**src/conv3_pkg.sv**
```systemverilog
// ---------------------------------------------------------------------------
// conv3_pkg: shared types and constants for the 3x3 zero-padded filter
// Pixel/result formats, register indexes, kernel tables, mean scaling.
// ---------------------------------------------------------------------------
`default_nettype none

package conv3_pkg;

  // Field widths
  localparam int PIXEL_BITS    = 10;
  localparam int FRACTION_BITS = 4;
  localparam int OUT_BITS      = 18;
  localparam int POS_BITS      = 10;
  localparam int CFG_BITS      = 11;
  localparam int MODE_BITS     = 2;
  localparam int INDEX_BITS    = 2;

  // Weighted sum: |S| <= 17 * 512 for the sharpen kernel
  localparam int SUM_BITS   = 15;
  localparam int SWIDE_BITS = SUM_BITS + FRACTION_BITS;

  // Geometry defaults
  localparam int DEF_MAX_WIDTH  = 1024;
  localparam int DEF_MAX_HEIGHT = 1024;
  localparam int RESET_WIDTH    = 256;
  localparam int RESET_HEIGHT   = 256;

  // Register indexes
  localparam logic [INDEX_BITS-1:0] REG_KERNEL_MODE  = 2'd0;
  localparam logic [INDEX_BITS-1:0] REG_IMAGE_WIDTH  = 2'd1;
  localparam logic [INDEX_BITS-1:0] REG_IMAGE_HEIGHT = 2'd2;

  // Kernel mode codes (the unused code acts as the mean)
  localparam logic [MODE_BITS-1:0] MODE_MEAN    = 2'd0;
  localparam logic [MODE_BITS-1:0] MODE_SHARPEN = 2'd1;
  localparam logic [MODE_BITS-1:0] MODE_LAPLACE = 2'd2;

  // Mean: round(16*S/9) = floor(p/9) - Q_OFFSET, p = 16*S + 9*Q_OFFSET + 4 >= 0.
  // floor(p/9) = (p * RECIP) >> RECIP_SHIFT, exact for p < 2^18.
  localparam int MEAN_Q_OFFSET = 2 ** (PIXEL_BITS + FRACTION_BITS - 1);
  localparam int MEAN_P_OFFSET = 9 * MEAN_Q_OFFSET + 4;
  localparam int MEAN_P_BITS   = 18;
  localparam int RECIP_SHIFT   = 21;
  localparam int RECIP         = (2 ** RECIP_SHIFT + 8) / 9;
  localparam int PROD_BITS     = 2 * MEAN_P_BITS;
  localparam int QUO_BITS      = PROD_BITS - RECIP_SHIFT;

  typedef logic signed [PIXEL_BITS-1:0] pixel_t;
  typedef logic signed [SUM_BITS-1:0]   sum_t;
  typedef logic signed [OUT_BITS-1:0]   result_t;
  typedef logic [POS_BITS-1:0]          pos_t;
  typedef logic signed [4:0]            coef_t;

  // Correlation kernels: [row][column], row 0 is the row above
  localparam coef_t SHARPEN_K [3][3] = '{'{5'sd0, -5'sd3, 5'sd0},
                                         '{-5'sd1, 5'sd9, -5'sd3},
                                         '{5'sd0, -5'sd1, 5'sd0}};
  localparam coef_t LAPLACE_K [3][3] = '{'{5'sd0, -5'sd1, 5'sd0},
                                         '{-5'sd1, 5'sd4, -5'sd1},
                                         '{5'sd0, -5'sd1, 5'sd0}};

  // Per-item output control, decided when the item is taken
  typedef struct packed {
    logic emit;
    logic pad_top;
    logic pad_bottom;
    logic pad_left;
    logic pad_right;
    logic last;
    pos_t row;
    pos_t col;
  } emit_t;

  // One result word
  typedef struct packed {
    result_t value;
    pos_t    row;
    pos_t    col;
    logic    last;
  } out_word_t;

endpackage

`default_nettype wire

```
**src/conv3_seq.sv**
```systemverilog
// ---------------------------------------------------------------------------
// conv3_seq: raster position sequencer
// Tracks the input position, issues the line buffer read and decides which
// output pixel (if any) the word produces, with its border padding.
// ---------------------------------------------------------------------------
`default_nettype none

module conv3_seq #(
  parameter int MAX_WIDTH  = conv3_pkg::DEF_MAX_WIDTH,
  parameter int MAX_HEIGHT = conv3_pkg::DEF_MAX_HEIGHT
) (
  input  logic                              clk,
  input  logic                              rst,
  input  logic                              adv,
  input  logic                              in_valid,
  input  conv3_pkg::pixel_t                 pixel_value,
  input  logic                              flush,
  input  logic [$clog2(MAX_WIDTH+1)-1:0]    img_width,
  input  logic [$clog2(MAX_HEIGHT+1)-1:0]   img_height,
  output logic                              rd_en,
  output logic [$clog2(MAX_WIDTH)-1:0]      rd_addr,
  output logic                              s1_valid,
  output logic [$clog2(MAX_WIDTH)-1:0]      s1_addr,
  output conv3_pkg::pixel_t                 s1_pix,
  output conv3_pkg::emit_t                  s1_info
);

  localparam int CW  = $clog2(MAX_WIDTH);
  localparam int CW1 = $clog2(MAX_WIDTH + 1);
  localparam int RW  = $clog2(MAX_HEIGHT + 3);

  typedef logic [CW1-1:0] colx_t;
  typedef logic [RW-1:0]  row_t;

  logic [CW-1:0]     col_cnt;
  logic [CW-1:0]     col_next;
  row_t              row_cnt;
  row_t              row_next;
  colx_t             col0;
  colx_t             col_inc;
  row_t              row0;
  row_t              h_r;
  row_t              hp1;
  logic              take;
  logic              emit_a;
  logic              emit_b;
  logic              last;
  conv3_pkg::pixel_t pix;
  conv3_pkg::emit_t  info;

  assign take  = adv && in_valid;
  assign rd_en = take;
  assign h_r   = row_t'(img_height);
  assign hp1   = h_r + row_t'(1);

  // Position of this word after the geometry wrap checks
  always_comb begin
    col0 = colx_t'(col_cnt);
    row0 = row_cnt;
    if (col0 >= img_width) begin
      col0 = '0;
      row0 = row_cnt + row_t'(1);
    end
    if (row0 > hp1) begin
      col0 = '0;
      row0 = '0;
    end
  end

  assign rd_addr = col0[CW-1:0];

  // Pixels below the frame and flush words enter as zero
  assign pix = (flush || (row0 >= h_r)) ? '0 : pixel_value;

  // Output decision: at column 0 the last pixel of the row two back,
  // otherwise the pixel one row up and one column left.
  always_comb begin
    emit_a = (col0 == '0) && (row0 >= row_t'(2));
    emit_b = (col0 != '0) && (row0 != '0) && (row0 <= h_r);
    last   = emit_a && (row0 == hp1);
    info.emit = emit_a || emit_b;
    info.last = last;
    if (emit_a) begin
      info.pad_top    = (row0 == row_t'(2));
      info.pad_bottom = (row0 >= hp1);
      info.pad_left   = (img_width == colx_t'(1));
      info.pad_right  = 1'b1;
      info.row        = conv3_pkg::pos_t'(row0 - row_t'(2));
      info.col        = conv3_pkg::pos_t'(img_width - colx_t'(1));
    end else begin
      info.pad_top    = (row0 == row_t'(1));
      info.pad_bottom = (row0 >= h_r);
      info.pad_left   = (col0 == colx_t'(1));
      info.pad_right  = 1'b0;
      info.row        = conv3_pkg::pos_t'(row0 - row_t'(1));
      info.col        = conv3_pkg::pos_t'(col0 - colx_t'(1));
    end
  end

  // Next position
  always_comb begin
    col_inc = col0 + colx_t'(1);
    if (last) begin
      col_next = '0;
      row_next = '0;
    end else if (col_inc >= img_width) begin
      col_next = '0;
      row_next = row0 + row_t'(1);
    end else begin
      col_next = col_inc[CW-1:0];
      row_next = row0;
    end
  end

  always_ff @(posedge clk) begin
    if (rst) begin
      col_cnt  <= '0;
      row_cnt  <= '0;
      s1_valid <= 1'b0;
    end else begin
      if (take) begin
        col_cnt <= col_next;
        row_cnt <= row_next;
      end
      if (adv) begin
        s1_valid <= take;
      end
    end
  end

  always_ff @(posedge clk) begin
    if (adv) begin
      s1_addr <= rd_addr;
      s1_pix  <= pix;
      s1_info <= info;
    end
  end

endmodule

`default_nettype wire

```
**config.mk**
```make
export PLATFORM = sky130hd
export DESIGN_NAME = conv3_seq
export DESIGN_NICKNAME = d
export VERILOG_FILES = /design/src/conv3_pkg.sv /design/src/conv3_seq.sv
export SDC_FILE = /design/constraint.sdc
export NUM_CORES = 1
export LEC_CHECK = 0
export BUFFER_PORTS_ARGS = -buffer_cell sky130_fd_sc_hd__buf_2
export CAP_MARGIN = 10
export CORE_MARGIN = 2
export CORE_UTILIZATION = 45
export DETAILED_ROUTE_END_ITERATION = 10
export PLACE_DENSITY_LB_ADDON = 0.25
export SYNTH_ARGS = -nofsm -noshare
export SYNTH_HDL_FRONTEND = slang
export SYNTH_SLANG_ARGS = --single-unit
```
**constraint.sdc**
```tcl
create_clock -name clk -period 21.4 [get_ports clk]
set_input_delay 2.14 -clock clk [delete_from_list [all_inputs] [get_ports clk]]
set_output_delay 2.14 -clock clk [all_outputs]
set_load 0.01 [all_outputs]
```
==> impl_results.md <==
* Status: finished clean
* Die span in y at 114 um
* Critical path endpoint category: flip-flop
* Total Routing Usage GR at 22.9%
* Post-synthesis sequential area ratio at 33.2%
* Initial antenna violation count at 0
* Post-synth net total at 717
* Flop pwr share at 42.3%
* Reg2Reg Setup Slack at 13.05 ns
* Clk network pwr share at 46.4%
* Post-Synthesis Cells at 612
* PwrDens at 54.3 nW/um2
* Post-Route WL at 14.6 mm
* Combinational power share at 11.2%
* 1st-iter DRT viols at 418
* Seq cells post-synth at 68
* Crit path time final at 9.88 ns
* CP max FO at 10
* Cell Area, Placed at 6050 um2
* LEAKAGE at 2.84 nW
* Root Driver: clkbuf_16
* Data required time of the worst path at 21.63 ns
* H-Tree Depth at 3
* Max_cap viols at 0
* Worst slew pin tran at 0.901 ns
* Final Power at 0.000346 W
* DIE AREA at 13100 um2
* Ant. Diodes at 0
* Largest net degree at the start of global routing at 49
* Highest Clock Rate at 0.101 GHz
* Area delta synth->final at 15.9%
* CTS sink count at 68
* Count of final max-slew check failures at 0
* CP arrival at 10.12 ns
* Nets at 806
* Via density per instance at 5.80
* Hold Buf Count CTS at 0
* Post-synth design cell area at 5490 um2
* Drt pass-1 iters at 5
* Global-route wire length before repair at 23.5 mm
* DRC viols at 0
* Initial Util at 45.9%
* Slowest cell on crit path: a31oi_1
* # rows at 40
* Share of layout cells above drive strength 1 at 20.3%
* Core area at 12000 um2
* Main synth FF type: edfxtp_1
* Kind of cell adding the most delay to the critical path: simple AND/OR/NAND/NOR gates
* Slew Limit Headroom at 39.6%
* TritonCTS clock tree: built
* CP Class: input port to flip-flop
* GPL Wtd Cong at 0.939
* CTS resizes at 0
* Switching Fraction at 24.3%
* Switch Pwr at 0.0000839 W
* Via count at 4945
* P_int at 0.000262 W
* Clock slew at reported path FFs at 0.06 ns
* Final global-route overflow total at 0
* Final Hold Viols at 0
* Worst path bufs/invs at 4
* Synth Warn # at 0
* Antenna-violating nets left at 0
* Total CTS buffers at 9
* DIE WIDTH at 114 um
* Routed wire per std cell at 17.1 um
* Final instance area at 6370 um2
* Max stage delay on crit path at 0.67 ns
* I/O Pins at 95
* Unrepaired setup endpoints after global routing: false
* Number of global-route vias before repair at 4651
* Fin crit share at 46.2%
* Final setup fails at 0
* Syn Area/Cell at 8.97 um2
* Cell variety after synth at 69
* Clock skew at 0.00901 ns
* Setup tns final at 0 ns
* PortBufs at 94
* Longest Clk Path Bufs at 2
* Post-CTS setup repair buffer count at 0
* Ys async rst share at 0%
* HP Class: flip-flop to flip-flop
* Post-DP HPWL at 11.1 mm
* Max IR drop VDD at 0.0000262 V
* Number of synthesized flops with an enable pin at 46
* CP Launch Type: input port
* Clk_lat worst skew at 0.35 ns
-- flip-flops by register name, indices dropped and copies added (netlist names) --
signal    count
s1_info      26
row_cnt      11
col_cnt      10
s1_addr      10
s1_pix       10
s1_valid      1
-- path summary, 6_finish.rpt --
kind                                start                        to  cells after the start
setup / recovery             img_width[6]  row_cnt[10]$_SDFFE_PP0P_                     35
hold reg to reg     s1_valid$_SDFFE_PP0P_     s1_valid$_SDFFE_PP0P_                      2
setup reg to reg  col_cnt[6]$_SDFFE_PP0P_  row_cnt[10]$_SDFFE_PP0P_                     33
hold / removal      s1_valid$_SDFFE_PP0P_     s1_valid$_SDFFE_PP0P_                      2
-- power by group through the flow --
stage / sequential, W / combinational, W / clock [W]
after detailed placement: 0.000149 / 0.0000384 / 0
after CTS: 0.000146 / 0.0000387 / 0.000163
after global routing: 0.000147 / 0.0000433 / 0.000169
final: 0.000146 / 0.0000388 / 0.000161
after global placement: 0.000149 / 0.0000376 / 0
after floorplan: 0.000152 / 0.0000195 / 0
-- synthesized netlist by cell type, types with 8 or more instances --
library cell	n	area share, %
ha_1	68	15
and2_1	11	1.3
nor3_1	26	2.4
xnor2_1	30	4.8
nor2_1	49	3.3
nor4_1	8	0.91
nand3_1	31	2.8
a21oi_1	39	3.6
edfxtp_1	46	25
dfxtp_1	22	8.0
o21ai_0	20	1.8
nand2_1	52	3.6
o21a_1	8	1.1
xor2_1	8	1.3
inv_1	48	3.3
nand4_1	16	1.8
-- worst register-to-register path: cells and delay by family, from the launching register on --
kind	cells	cell delay (ns)
AO/OA/AOI/OAI	12	2.65
adder cells (fa/ha/maj)	4	1.17
flip-flops	1	0.52
AND/OR/NAND/NOR	12	2.92
XOR/XNOR	3	0.67
buffers and inverters	2	0.31
-- stage by stage --
step,cells,hold WS (ns),worst slack (ns),utilization [%]
after floorplan,612,0.472,12.94,-
after global placement,837,0.460,11.44,50.6
after detailed placement,837,0.463,11.29,50.6
after CTS,853,0.474,11.59,53.2
after global routing,853,0.528,10.74,53.2
final,853,0.477,11.52,53.2
-- placed cells by master, fill, tap and decap left out, types with 3 or more instances in the layout --
master	Yosys	final
buf_2	6	94
ha_1	68	68
nand2_1	52	52
nor2_1	49	49
inv_1	48	48
edfxtp_1	46	46
a21oi_1	39	39
nand3_1	31	31
xnor2_1	30	30
nor3_1	26	26
dfxtp_1	22	22
o21ai_0	20	20
nand4_1	16	16
and2_1	11	11
clkbuf_16	0	9
xor2_1	8	8
nor4_1	8	8
o21a_1	8	8
a211oi_1	7	7
nor2b_1	5	5
a21o_1	5	5
or3_1	5	5
and3_1	5	5
a31oi_1	5	5
nand2b_1	5	5
a22oi_1	5	5
o31ai_1	4	4
a22oi_2	4	4
a22o_1	4	4
a211oi_2	3	3
a21oi_2	3	3
o211ai_1	3	3
o22ai_1	3	3
-- layout make-up --
cell class / instances / area (um2)
Timing Repair Buffer: 95 / 478
Clock inverter: 7 / 90.1
Sequential cell: 68 / 1820
Clock buffer: 9 / 225
Fill cell: 1119 / 5590
Multi-Input combinational cell: 476 / 3380
Tap cell: 147 / 184
Inverter: 51 / 191
-- layer usage --
metal	part of all wire, %	global-route usage, %
met5	0	0
met1	48	31.7
met3	6.2	4.18
met2	44	36.1
met4	2.1	7.97
-- kinds of logic after synthesis --
kind of cell             Yosys count  share of synthesized area (%)
AO/OA/AOI/OAI                    134                           17.6
XOR/XNOR                          39                           6.36
adder cells (fa/ha/maj)           68                           15.5
buffers and inverters             68                           5.33
flip-flops                        68                           33.2
multiplexers                       4                          0.775
AND/OR/NAND/NOR                  231                           21.3
(Power assumes the default switching activity.)
