**src/conv3_pkg.sv**
```systemverilog
// ---------------------------------------------------------------------------
// conv3_pkg: shared types and constants for the 3x3 zero-padded filter
// Pixel/result formats, register indexes, kernel tables, mean scaling.
// ---------------------------------------------------------------------------
`default_nettype none

package conv3_pkg;

  // Field widths
  localparam int PIXEL_BITS    = 10;
  localparam int FRACTION_BITS = 4;
  localparam int OUT_BITS      = 18;
  localparam int POS_BITS      = 10;
  localparam int CFG_BITS      = 11;
  localparam int MODE_BITS     = 2;
  localparam int INDEX_BITS    = 2;

  // Weighted sum: |S| <= 17 * 512 for the sharpen kernel
  localparam int SUM_BITS   = 15;
  localparam int SWIDE_BITS = SUM_BITS + FRACTION_BITS;

  // Geometry defaults
  localparam int DEF_MAX_WIDTH  = 1024;
  localparam int DEF_MAX_HEIGHT = 1024;
  localparam int RESET_WIDTH    = 256;
  localparam int RESET_HEIGHT   = 256;

  // Register indexes
  localparam logic [INDEX_BITS-1:0] REG_KERNEL_MODE  = 2'd0;
  localparam logic [INDEX_BITS-1:0] REG_IMAGE_WIDTH  = 2'd1;
  localparam logic [INDEX_BITS-1:0] REG_IMAGE_HEIGHT = 2'd2;

  // Kernel mode codes (the unused code acts as the mean)
  localparam logic [MODE_BITS-1:0] MODE_MEAN    = 2'd0;
  localparam logic [MODE_BITS-1:0] MODE_SHARPEN = 2'd1;
  localparam logic [MODE_BITS-1:0] MODE_LAPLACE = 2'd2;

  // Mean: round(16*S/9) = floor(p/9) - Q_OFFSET, p = 16*S + 9*Q_OFFSET + 4 >= 0.
  // floor(p/9) = (p * RECIP) >> RECIP_SHIFT, exact for p < 2^18.
  localparam int MEAN_Q_OFFSET = 2 ** (PIXEL_BITS + FRACTION_BITS - 1);
  localparam int MEAN_P_OFFSET = 9 * MEAN_Q_OFFSET + 4;
  localparam int MEAN_P_BITS   = 18;
  localparam int RECIP_SHIFT   = 21;
  localparam int RECIP         = (2 ** RECIP_SHIFT + 8) / 9;
  localparam int PROD_BITS     = 2 * MEAN_P_BITS;
  localparam int QUO_BITS      = PROD_BITS - RECIP_SHIFT;

  typedef logic signed [PIXEL_BITS-1:0] pixel_t;
  typedef logic signed [SUM_BITS-1:0]   sum_t;
  typedef logic signed [OUT_BITS-1:0]   result_t;
  typedef logic [POS_BITS-1:0]          pos_t;
  typedef logic signed [4:0]            coef_t;

  // Correlation kernels: [row][column], row 0 is the row above
  localparam coef_t SHARPEN_K [3][3] = '{'{5'sd0, -5'sd3, 5'sd0},
                                         '{-5'sd1, 5'sd9, -5'sd3},
                                         '{5'sd0, -5'sd1, 5'sd0}};
  localparam coef_t LAPLACE_K [3][3] = '{'{5'sd0, -5'sd1, 5'sd0},
                                         '{-5'sd1, 5'sd4, -5'sd1},
                                         '{5'sd0, -5'sd1, 5'sd0}};

  // Per-item output control, decided when the item is taken
  typedef struct packed {
    logic emit;
    logic pad_top;
    logic pad_bottom;
    logic pad_left;
    logic pad_right;
    logic last;
    pos_t row;
    pos_t col;
  } emit_t;

  // One result word
  typedef struct packed {
    result_t value;
    pos_t    row;
    pos_t    col;
    logic    last;
  } out_word_t;

endpackage

`default_nettype wire

```
**src/conv3_scale.sv**
```systemverilog
// ---------------------------------------------------------------------------
// conv3_scale: fixed-point scaling of the weighted sum
// Mean: divide by nine by reciprocal multiply, rounded to nearest.
// Other kernels: shift in the fraction bits and saturate.
// ---------------------------------------------------------------------------
`default_nettype none

module conv3_scale (
  input  logic                 clk,
  input  logic                 rst,
  input  logic                 adv,
  input  logic                 s2_valid,
  input  conv3_pkg::sum_t      s2_sum,
  input  logic                 s2_mean,
  input  conv3_pkg::emit_t     s2_info,
  output logic                 res_valid,
  output conv3_pkg::out_word_t res
);

  typedef logic signed [conv3_pkg::MEAN_P_BITS+1:0] pwide_t;
  typedef logic [conv3_pkg::MEAN_P_BITS-1:0]        p_t;
  typedef logic [conv3_pkg::PROD_BITS-1:0]          prod_t;
  typedef logic signed [conv3_pkg::SWIDE_BITS-1:0]  swide_t;
  typedef logic signed [conv3_pkg::QUO_BITS:0]      quo_t;

  localparam swide_t OUT_MAX = swide_t'(2 ** (conv3_pkg::OUT_BITS - 1) - 1);
  localparam swide_t OUT_MIN = swide_t'(-(2 ** (conv3_pkg::OUT_BITS - 1)));

  pwide_t               pw;
  p_t                   p;
  prod_t                s3_prod;
  conv3_pkg::sum_t      s3_sum;
  logic                 s3_mean;
  conv3_pkg::emit_t     s3_info;
  logic                 s3_valid;
  logic [conv3_pkg::QUO_BITS-1:0] quo;
  conv3_pkg::result_t   mean_val;
  swide_t               sv;
  conv3_pkg::result_t   sat_val;

  // Biased dividend, nonnegative over the mean's range
  assign pw = (pwide_t'(s2_sum) <<< conv3_pkg::FRACTION_BITS)
            + pwide_t'(conv3_pkg::MEAN_P_OFFSET);
  assign p  = pw[conv3_pkg::MEAN_P_BITS-1:0];

  always_ff @(posedge clk) begin
    if (rst) begin
      s3_valid <= 1'b0;
    end else if (adv) begin
      s3_valid <= s2_valid;
    end
  end

  always_ff @(posedge clk) begin
    if (adv) begin
      s3_prod <= prod_t'(p) * prod_t'(conv3_pkg::RECIP);
      s3_sum  <= s2_sum;
      s3_mean <= s2_mean;
      s3_info <= s2_info;
    end
  end

  // Mean result: quotient minus bias
  assign quo      = s3_prod[conv3_pkg::PROD_BITS-1:conv3_pkg::RECIP_SHIFT];
  assign mean_val = conv3_pkg::result_t'(quo_t'({1'b0, quo}))
                  - conv3_pkg::result_t'(conv3_pkg::MEAN_Q_OFFSET);

  // Integer kernels: scale and saturate
  assign sv = swide_t'(s3_sum) <<< conv3_pkg::FRACTION_BITS;

  always_comb begin
    if (sv > OUT_MAX) begin
      sat_val = conv3_pkg::result_t'(OUT_MAX);
    end else if (sv < OUT_MIN) begin
      sat_val = conv3_pkg::result_t'(OUT_MIN);
    end else begin
      sat_val = conv3_pkg::result_t'(sv);
    end
  end

  assign res_valid = s3_valid;
  assign res.value = s3_mean ? mean_val : sat_val;
  assign res.row   = s3_info.row;
  assign res.col   = s3_info.col;
  assign res.last  = s3_info.last;

endmodule

`default_nettype wire

```
**config.mk**
```make
export PLATFORM = sky130hd
export DESIGN_NAME = conv3_scale
export DESIGN_NICKNAME = d
export VERILOG_FILES = /design/src/conv3_pkg.sv /design/src/conv3_scale.sv
export SDC_FILE = /design/constraint.sdc
export NUM_CORES = 1
export LEC_CHECK = 0
export BUFFER_PORTS_ARGS = -buffer_cell sky130_fd_sc_hd__buf_2
export CAP_MARGIN = 10
export CORE_ASPECT_RATIO = 1.25
export CORE_MARGIN = 1.5
export CORE_UTILIZATION = 45
export DETAILED_ROUTE_END_ITERATION = 12
export GPL_TIMING_DRIVEN = 1
export PLACE_DENSITY = 0.68
export SYNTH_ARGS = -nofsm -noshare
export SYNTH_HDL_FRONTEND = slang
export SYNTH_SLANG_ARGS = --single-unit
```
**constraint.sdc**
```tcl
create_clock -name clk -period 6.32 [get_ports clk]
set_clock_uncertainty 0.2 [all_clocks]
set_input_delay 1.58 -clock clk [delete_from_list [all_inputs] [get_ports clk]]
set_output_delay 1.58 -clock clk [all_outputs]
set_load 0.005 [all_outputs]
```
==> results of run 1 <==
[cell type report]
class | instances | area [um^2] | share of cell area
clock buffer | 5 | 125 | 0.0148
clock inverter | 3 | 46.3 | 0.00548
inverter | 124 | 465 | 0.0551
multi-input combinational | 382 | 4640 | 0.549
sequential | 53 | 1580 | 0.187
tap | 171 | 214 | 0.0253
timing repair buffer | 198 | 1380 | 0.163
[through the flow]
step	std cells	util	cell area, um^2	hold WS, ns	setup WS (ns)
after floorplan	569	-	6280	0.285	-0.0882
after global routing	936	0.636	8450	0.370	-0.258
after global placement	916	0.575	7640	0.268	-0.617
after CTS	934	0.622	8270	0.331	-0.0847
after detailed placement	916	0.575	7640	0.316	-0.624
final	936	0.636	8450	0.326	-0.102
[Yosys cell counts (8+ instances only)]
master	count	area share
nand2_1	13	0.0079
inv_1	124	0.076
xor2_1	14	0.020
edfxtp_1	52	0.25
maj3_1	10	0.016
a21oi_1	24	0.020
mux2_2	10	0.018
a21o_1	22	0.027
clkbuf_1	8	0.0049
xnor2_1	22	0.031
fa_1	51	0.17
o21ai_0	10	0.0081
ha_1	127	0.26
[critical path, stage by stage]
cell and delay (ns):
buf_8 0.11, fa_2 0.51, ha_4 0.30, inv_2 0.04, fa_1 0.54, inv_2 0.05, fa_2 0.45, fa_1 0.51
inv_2 0.04, fa_1 0.51, inv_2 0.05, ha_4 0.22, buf_4 0.14, a221o_1 0.38, a221o_2 0.45, buf_4 0.16
a21oi_2 0.15, xnor2_1 0.08
[metal layers]
| metal | GRT usage | part of all wire |
|---|---|---|
| met1 | 0.268 | 0.38 |
| met2 | 0.438 | 0.54 |
| met3 | 0.0269 | 0.042 |
| met4 | 0.105 | 0.041 |
| met5 | 0 | 0 |
[state kept, by name, summed over array words and instances (netlist names)]
signal	cells
res	21
res_valid	1
s3_mean	1
s3_sum	14
s3_prod	16
[what timing repair did]
action,in CTS,in global routing
endpoints found under the setup margin,11,12
pin swaps,50,36
resized for setup,75,36
buffers inserted,10,2
[worst paths after layout]
path,end,slack (ns),cells after the start
setup / recovery,s3_prod[27]$_DFFE_PP_,-0.10,18
hold / removal,res_valid$_SDFFE_PP0P_,0.33,2
setup reg to reg,res_valid$_SDFFE_PP0P_,5.51,2
hold reg to reg,res_valid$_SDFFE_PP0P_,0.33,2
[kinds of logic (layout without fill, tap and decap cells)]
| family | after synthesis | after routing | synth area share |
|---|---|---|---|
| flops | 53 | 53 | 0.257 |
| buf+inv | 134 | 330 | 0.0817 |
| compound gates | 95 | 95 | 0.104 |
| simple gates | 50 | 50 | 0.0429 |
| fa+ha+maj | 188 | 188 | 0.440 |
| mux | 13 | 13 | 0.0232 |
| xor+xnor | 36 | 36 | 0.0512 |
[layout by cell type (no fill, tap or decap), types with 3 or more instances in the layout]
cell / synthesis / layout
buf_4: 0 / 118
inv_1: 124 / 110
ha_1: 127 / 105
buf_2: 0 / 69
edfxtp_1: 52 / 52
fa_1: 51 / 44
a21o_1: 22 / 22
ha_4: 0 / 21
xnor2_1: 22 / 15
a21oi_1: 24 / 15
inv_2: 0 / 14
nand2_1: 13 / 11
xor2_1: 14 / 11
maj3_1: 10 / 10
mux2_2: 10 / 10
o21ai_0: 10 / 9
a21oi_2: 1 / 8
fa_2: 0 / 7
nand4_1: 6 / 6
buf_6: 0 / 6
xnor2_2: 0 / 5
nor2_1: 5 / 5
o211ai_1: 5 / 5
nand3_1: 6 / 5
clkbuf_16: 0 / 5
o21a_1: 4 / 4
o21bai_1: 6 / 4
buf_8: 0 / 4
nor2b_1: 4 / 3
nor3_1: 5 / 3
and4_1: 3 / 3
o21ai_2: 0 / 3
a31oi_1: 5 / 3
mux2i_1: 3 / 3
==> impl_metrics.csv, run 1 <==
group,metric,value,unit
run_status,status,"finished, violations left",
run_status,violations,"negative setup slack",
yosys,syn_avg_cell_area,10.8,um^2
job,maxCapViolCount,0,
hold_path,holdCritStartpoint,"res_valid$_SDFFE_PP0P_",
finish,nFillCells,1051,
timing,finalHoldViolCount,0,
yosys,synth_cell_types,46,
yosys,ys_seq_elements,53,
timing,worstMarginPinSlew,1.13,ns
global_routing,antenna_found_initial,0,
yosys,ys_seq_area_frac,0.257,
setup_path,path_class,"in -> reg",
setup_path,crit_path_end_kind,"flop",
yosys,synth_fp_nets,793,
cts,cts-htree-levels,2,
finish,drive_gt1_frac,0.395,
setup_path,critPathLaunch,"s2_sum[8]",
die,die_area,0.0144,mm^2
cts,numCtsBuffers,5,
yosys,syn_area,0.00615,mm^2
cts,insertion_delay,0.29,ns
routing,vias,4881,
timing,maxSlewViolCount,0,
timing,slew_headroom,0.245,
cts,clock-root-buffer,"clkbuf_16",
cts,cts_sinks,53,
die,start_util,0.463,
cts,cts.path.max_buffers,2,
setup_path,required,6.17,ns
die,io_pins,86,
setup_path,path_max_fanout,6,
timing,setup_ws,-0.102,ns
timing,fin_crit_sh,1.02,
routing,drt-pass1-iter-count,4,
routing,wl_per_cell,17.5,um
yosys,async_flop_share,0,
setup_path,setup.worst_path.start_class,"primary input",
timing,finalCriticalPeriod,6.42,ns
cts,cts_tree,"done",
routing,drt_iter0_drc,222,
die,fp.dieW,108,um
timing,finalSetupViolations,6,
setup_path,arrival,6.27,ns
yosys,yosysWarnings,0,
global_routing,grt_start_max_net_pins,54,
global_routing,gr-total-overflow,0,
timing,fmax,156,MHz
routing,final_antenna_net_count,0,
finish,fin_nets,988,
place,gp_congestion,0.986,
cts,cts_hold_buf,0,
yosys,ys.flop_type,"edfxtp_1",
die,die_y,134,um
global_routing,grt_util_all_layers,0.236,
place,hpwl,13400,um
global_routing,grt_pass1_wl,26100,um
routing,drc,0,
timing,tns,-0.415,ns
yosys,synth-edff-count,52,
setup_path,r2r-start,"res_valid$_SDFFE_PP0P_",
die,rows,47,
cts,path_clk_slew,0.07,ns
routing,wirelength,16400,um
finish,syn_to_final_growth,37.3,%
timing,rsz0062_at_grt,"yes",
global_routing,grt_pass1_vias,5337,
finish,n_antenna_cell,0,
place,io_buffers,80,
routing,viasPerCell,5.21,
yosys,syn_inst,569,
hold_path,hold_class,"reg -> reg",
die,design.core.area,0.0133,mm^2
Power of run 1 is left out: the tool's default activity adds up to more than one toggle a clock period on the data nets, which glitch-free logic cannot reach.
==> run 2: changes to the inputs <==
--- a/config.mk
+++ b/config.mk
@@ -13,6 +13,8 @@
 export DETAILED_ROUTE_END_ITERATION = 12
 export GPL_TIMING_DRIVEN = 1
 export PLACE_DENSITY = 0.68
+export SKIP_CTS_REPAIR_TIMING = 1
+export SLEW_MARGIN = 15
 export SYNTH_ARGS = -nofsm -noshare
 export SYNTH_HDL_FRONTEND = slang
 export SYNTH_SLANG_ARGS = --single-unit
==> impl_metrics.csv, run 2 (synthesis results as in run 1) <==
group,metric,value,unit
run_status,status,"finished, violations left",
run_status,violations,"negative setup slack",
setup_path,slowest_delay,0.61,ns
setup_path,cpLargestDelayFamily,"adder cells",
routing,wirelength,16100,um
setup_path,setup.worst_path.start_class,"primary input",
die,design.core.area,0.0133,mm^2
cts,cts-htree-levels,2,
finish,drive_gt1_frac,0.388,
routing,drt_iter0_drc,224,
place,io_buffers,80,
timing,fmax,154,MHz
setup_path,path_max_fanout,6,
global_routing,grt_pass1_vias,5144,
die,fp.dieW,108,um
place,hpwl,13400,um
routing,wl_per_cell,17.3,um
timing,fin_crit_sh,1.03,
routing,drt-pass1-iter-count,4,
routing,vias,4868,
cts,cts_sinks,53,
die,start_util,0.463,
job,maxCapViolCount,0,
timing,maxSlewViolCount,0,
setup_path,r2r-start,"res_valid$_SDFFE_PP0P_",
timing,tns,-0.699,ns
finish,nFillCells,1040,
finish,n_antenna_cell,0,
routing,viasPerCell,5.23,
setup_path,required,6.17,ns
cts,clock-root-buffer,"clkbuf_16",
place,gp_congestion,0.986,
finish,final_common_cell,"buf_4",
setup_path,r2r_slack,5.51,ns
setup_path,crit_top_cell,"fa_1",
finish,syn_to_final_growth,36.5,%
timing,rsz0062_at_grt,"yes",
setup_path,slowest_stage,"fa_2",
timing,setup_ws,-0.185,ns
cts,path_clk_slew,0.06,ns
global_routing,grt_pass1_wl,25000,um
timing,finalSetupViolations,8,
global_routing,gr-total-overflow,0,
die,die_y,134,um
finish,fin_nets,983,
setup_path,crit_path_end_kind,"flop",
setup_path,arrival,6.35,ns
cts,cts.path.max_buffers,2,
global_routing,antenna_found_initial,0,
finish,largest_reg_flops,21,
cts,numCtsBuffers,5,
setup_path,critPathLaunch,"s2_sum[3]",
global_routing,grt_util_all_layers,0.223,
die,rows,47,
cts,cts_tree,"done",
timing,worstMarginPinSlew,0.692,ns
place,place_ws,-0.624,ns
global_routing,grt_start_max_net_pins,54,
routing,drc,0,
die,io_pins,86,
finish,final_cell_mix,"114 x buf_4, 109 x inv_1, 104 x ha_1",
timing,finalCriticalPeriod,6.51,ns
timing,slew_headroom,0.539,
timing,finalHoldViolCount,0,
die,die_area,0.0144,mm^2
setup_path,path_buf_inv,6,
routing,final_antenna_net_count,0,
hold_path,holdCritStartpoint,"res_valid$_SDFFE_PP0P_",
finish,design_area,0.00840,mm^2
setup_path,path_class,"in -> reg",
cts,insertion_delay,0.29,ns
setup_path,crit_chain,"buf_6, fa_2, ha_4, fa_1, inv_2, fa_1, inv_2, fa_1, inv_1, fa_1, inv_2, ha_4, buf_4, a21o_1, a21o_1, a221o_1, nor2b_2, o31a_1",
place,placed_cell_area,0.00764,mm^2
hold_path,hold_class,"reg -> reg",
run 2: final timing paths:
| kind | to | depth (start not counted) |
|---|---|---|
| max reg2reg | res_valid$_SDFFE_PP0P_ | 2 |
| min | res_valid$_SDFFE_PP0P_ | 2 |
| min reg2reg | res_valid$_SDFFE_PP0P_ | 2 |
| max | s3_prod[32]$_DFFE_PP_ | 18 |
run 2: metal layers:
metal | GRT usage | vias to the layer above | share of wire | wire length (um)
li1 | - | 2325 | - | -
met1 | 0.260 | 2354 | 0.39 | 6210
met2 | 0.414 | 152 | 0.53 | 8550
met3 | 0.0240 | 37 | 0.042 | 671
met4 | 0.0870 | 0 | 0.039 | 633
met5 | 0 | - | 0 | 0
run 2: layout make-up:
| type | instances | area, um^2 | share of cell area |
|---|---|---|---|
| Sequential cell | 53 | 1580 | 0.188 |
| Clock buffer | 5 | 125 | 0.0149 |
| Multi-Input combinational cell | 382 | 4640 | 0.553 |
| Inverter | 124 | 468 | 0.0557 |
| Tap cell | 171 | 214 | 0.0255 |
| Timing Repair Buffer | 193 | 1320 | 0.157 |
| Clock inverter | 3 | 46.3 | 0.00551 |
run 2: stage by stage:
step | hold WS (ns) | instances | utilization
finish | 0.323 | 931 | 0.632
global route | 0.370 | 931 | 0.632
CTS | 0.331 | 924 | 0.588
detailed placement | 0.316 | 916 | 0.575
global placement | 0.268 | 916 | 0.575
floorplan | 0.285 | 569 | -
run 2: tightest hold or removal path, stage by stage, from the launching register on:
cell	delay, ns
dfxtp_1	0.33
mux2i_1	0.07
nor2_1	0.08
Power of run 2 is left out for the same reason.
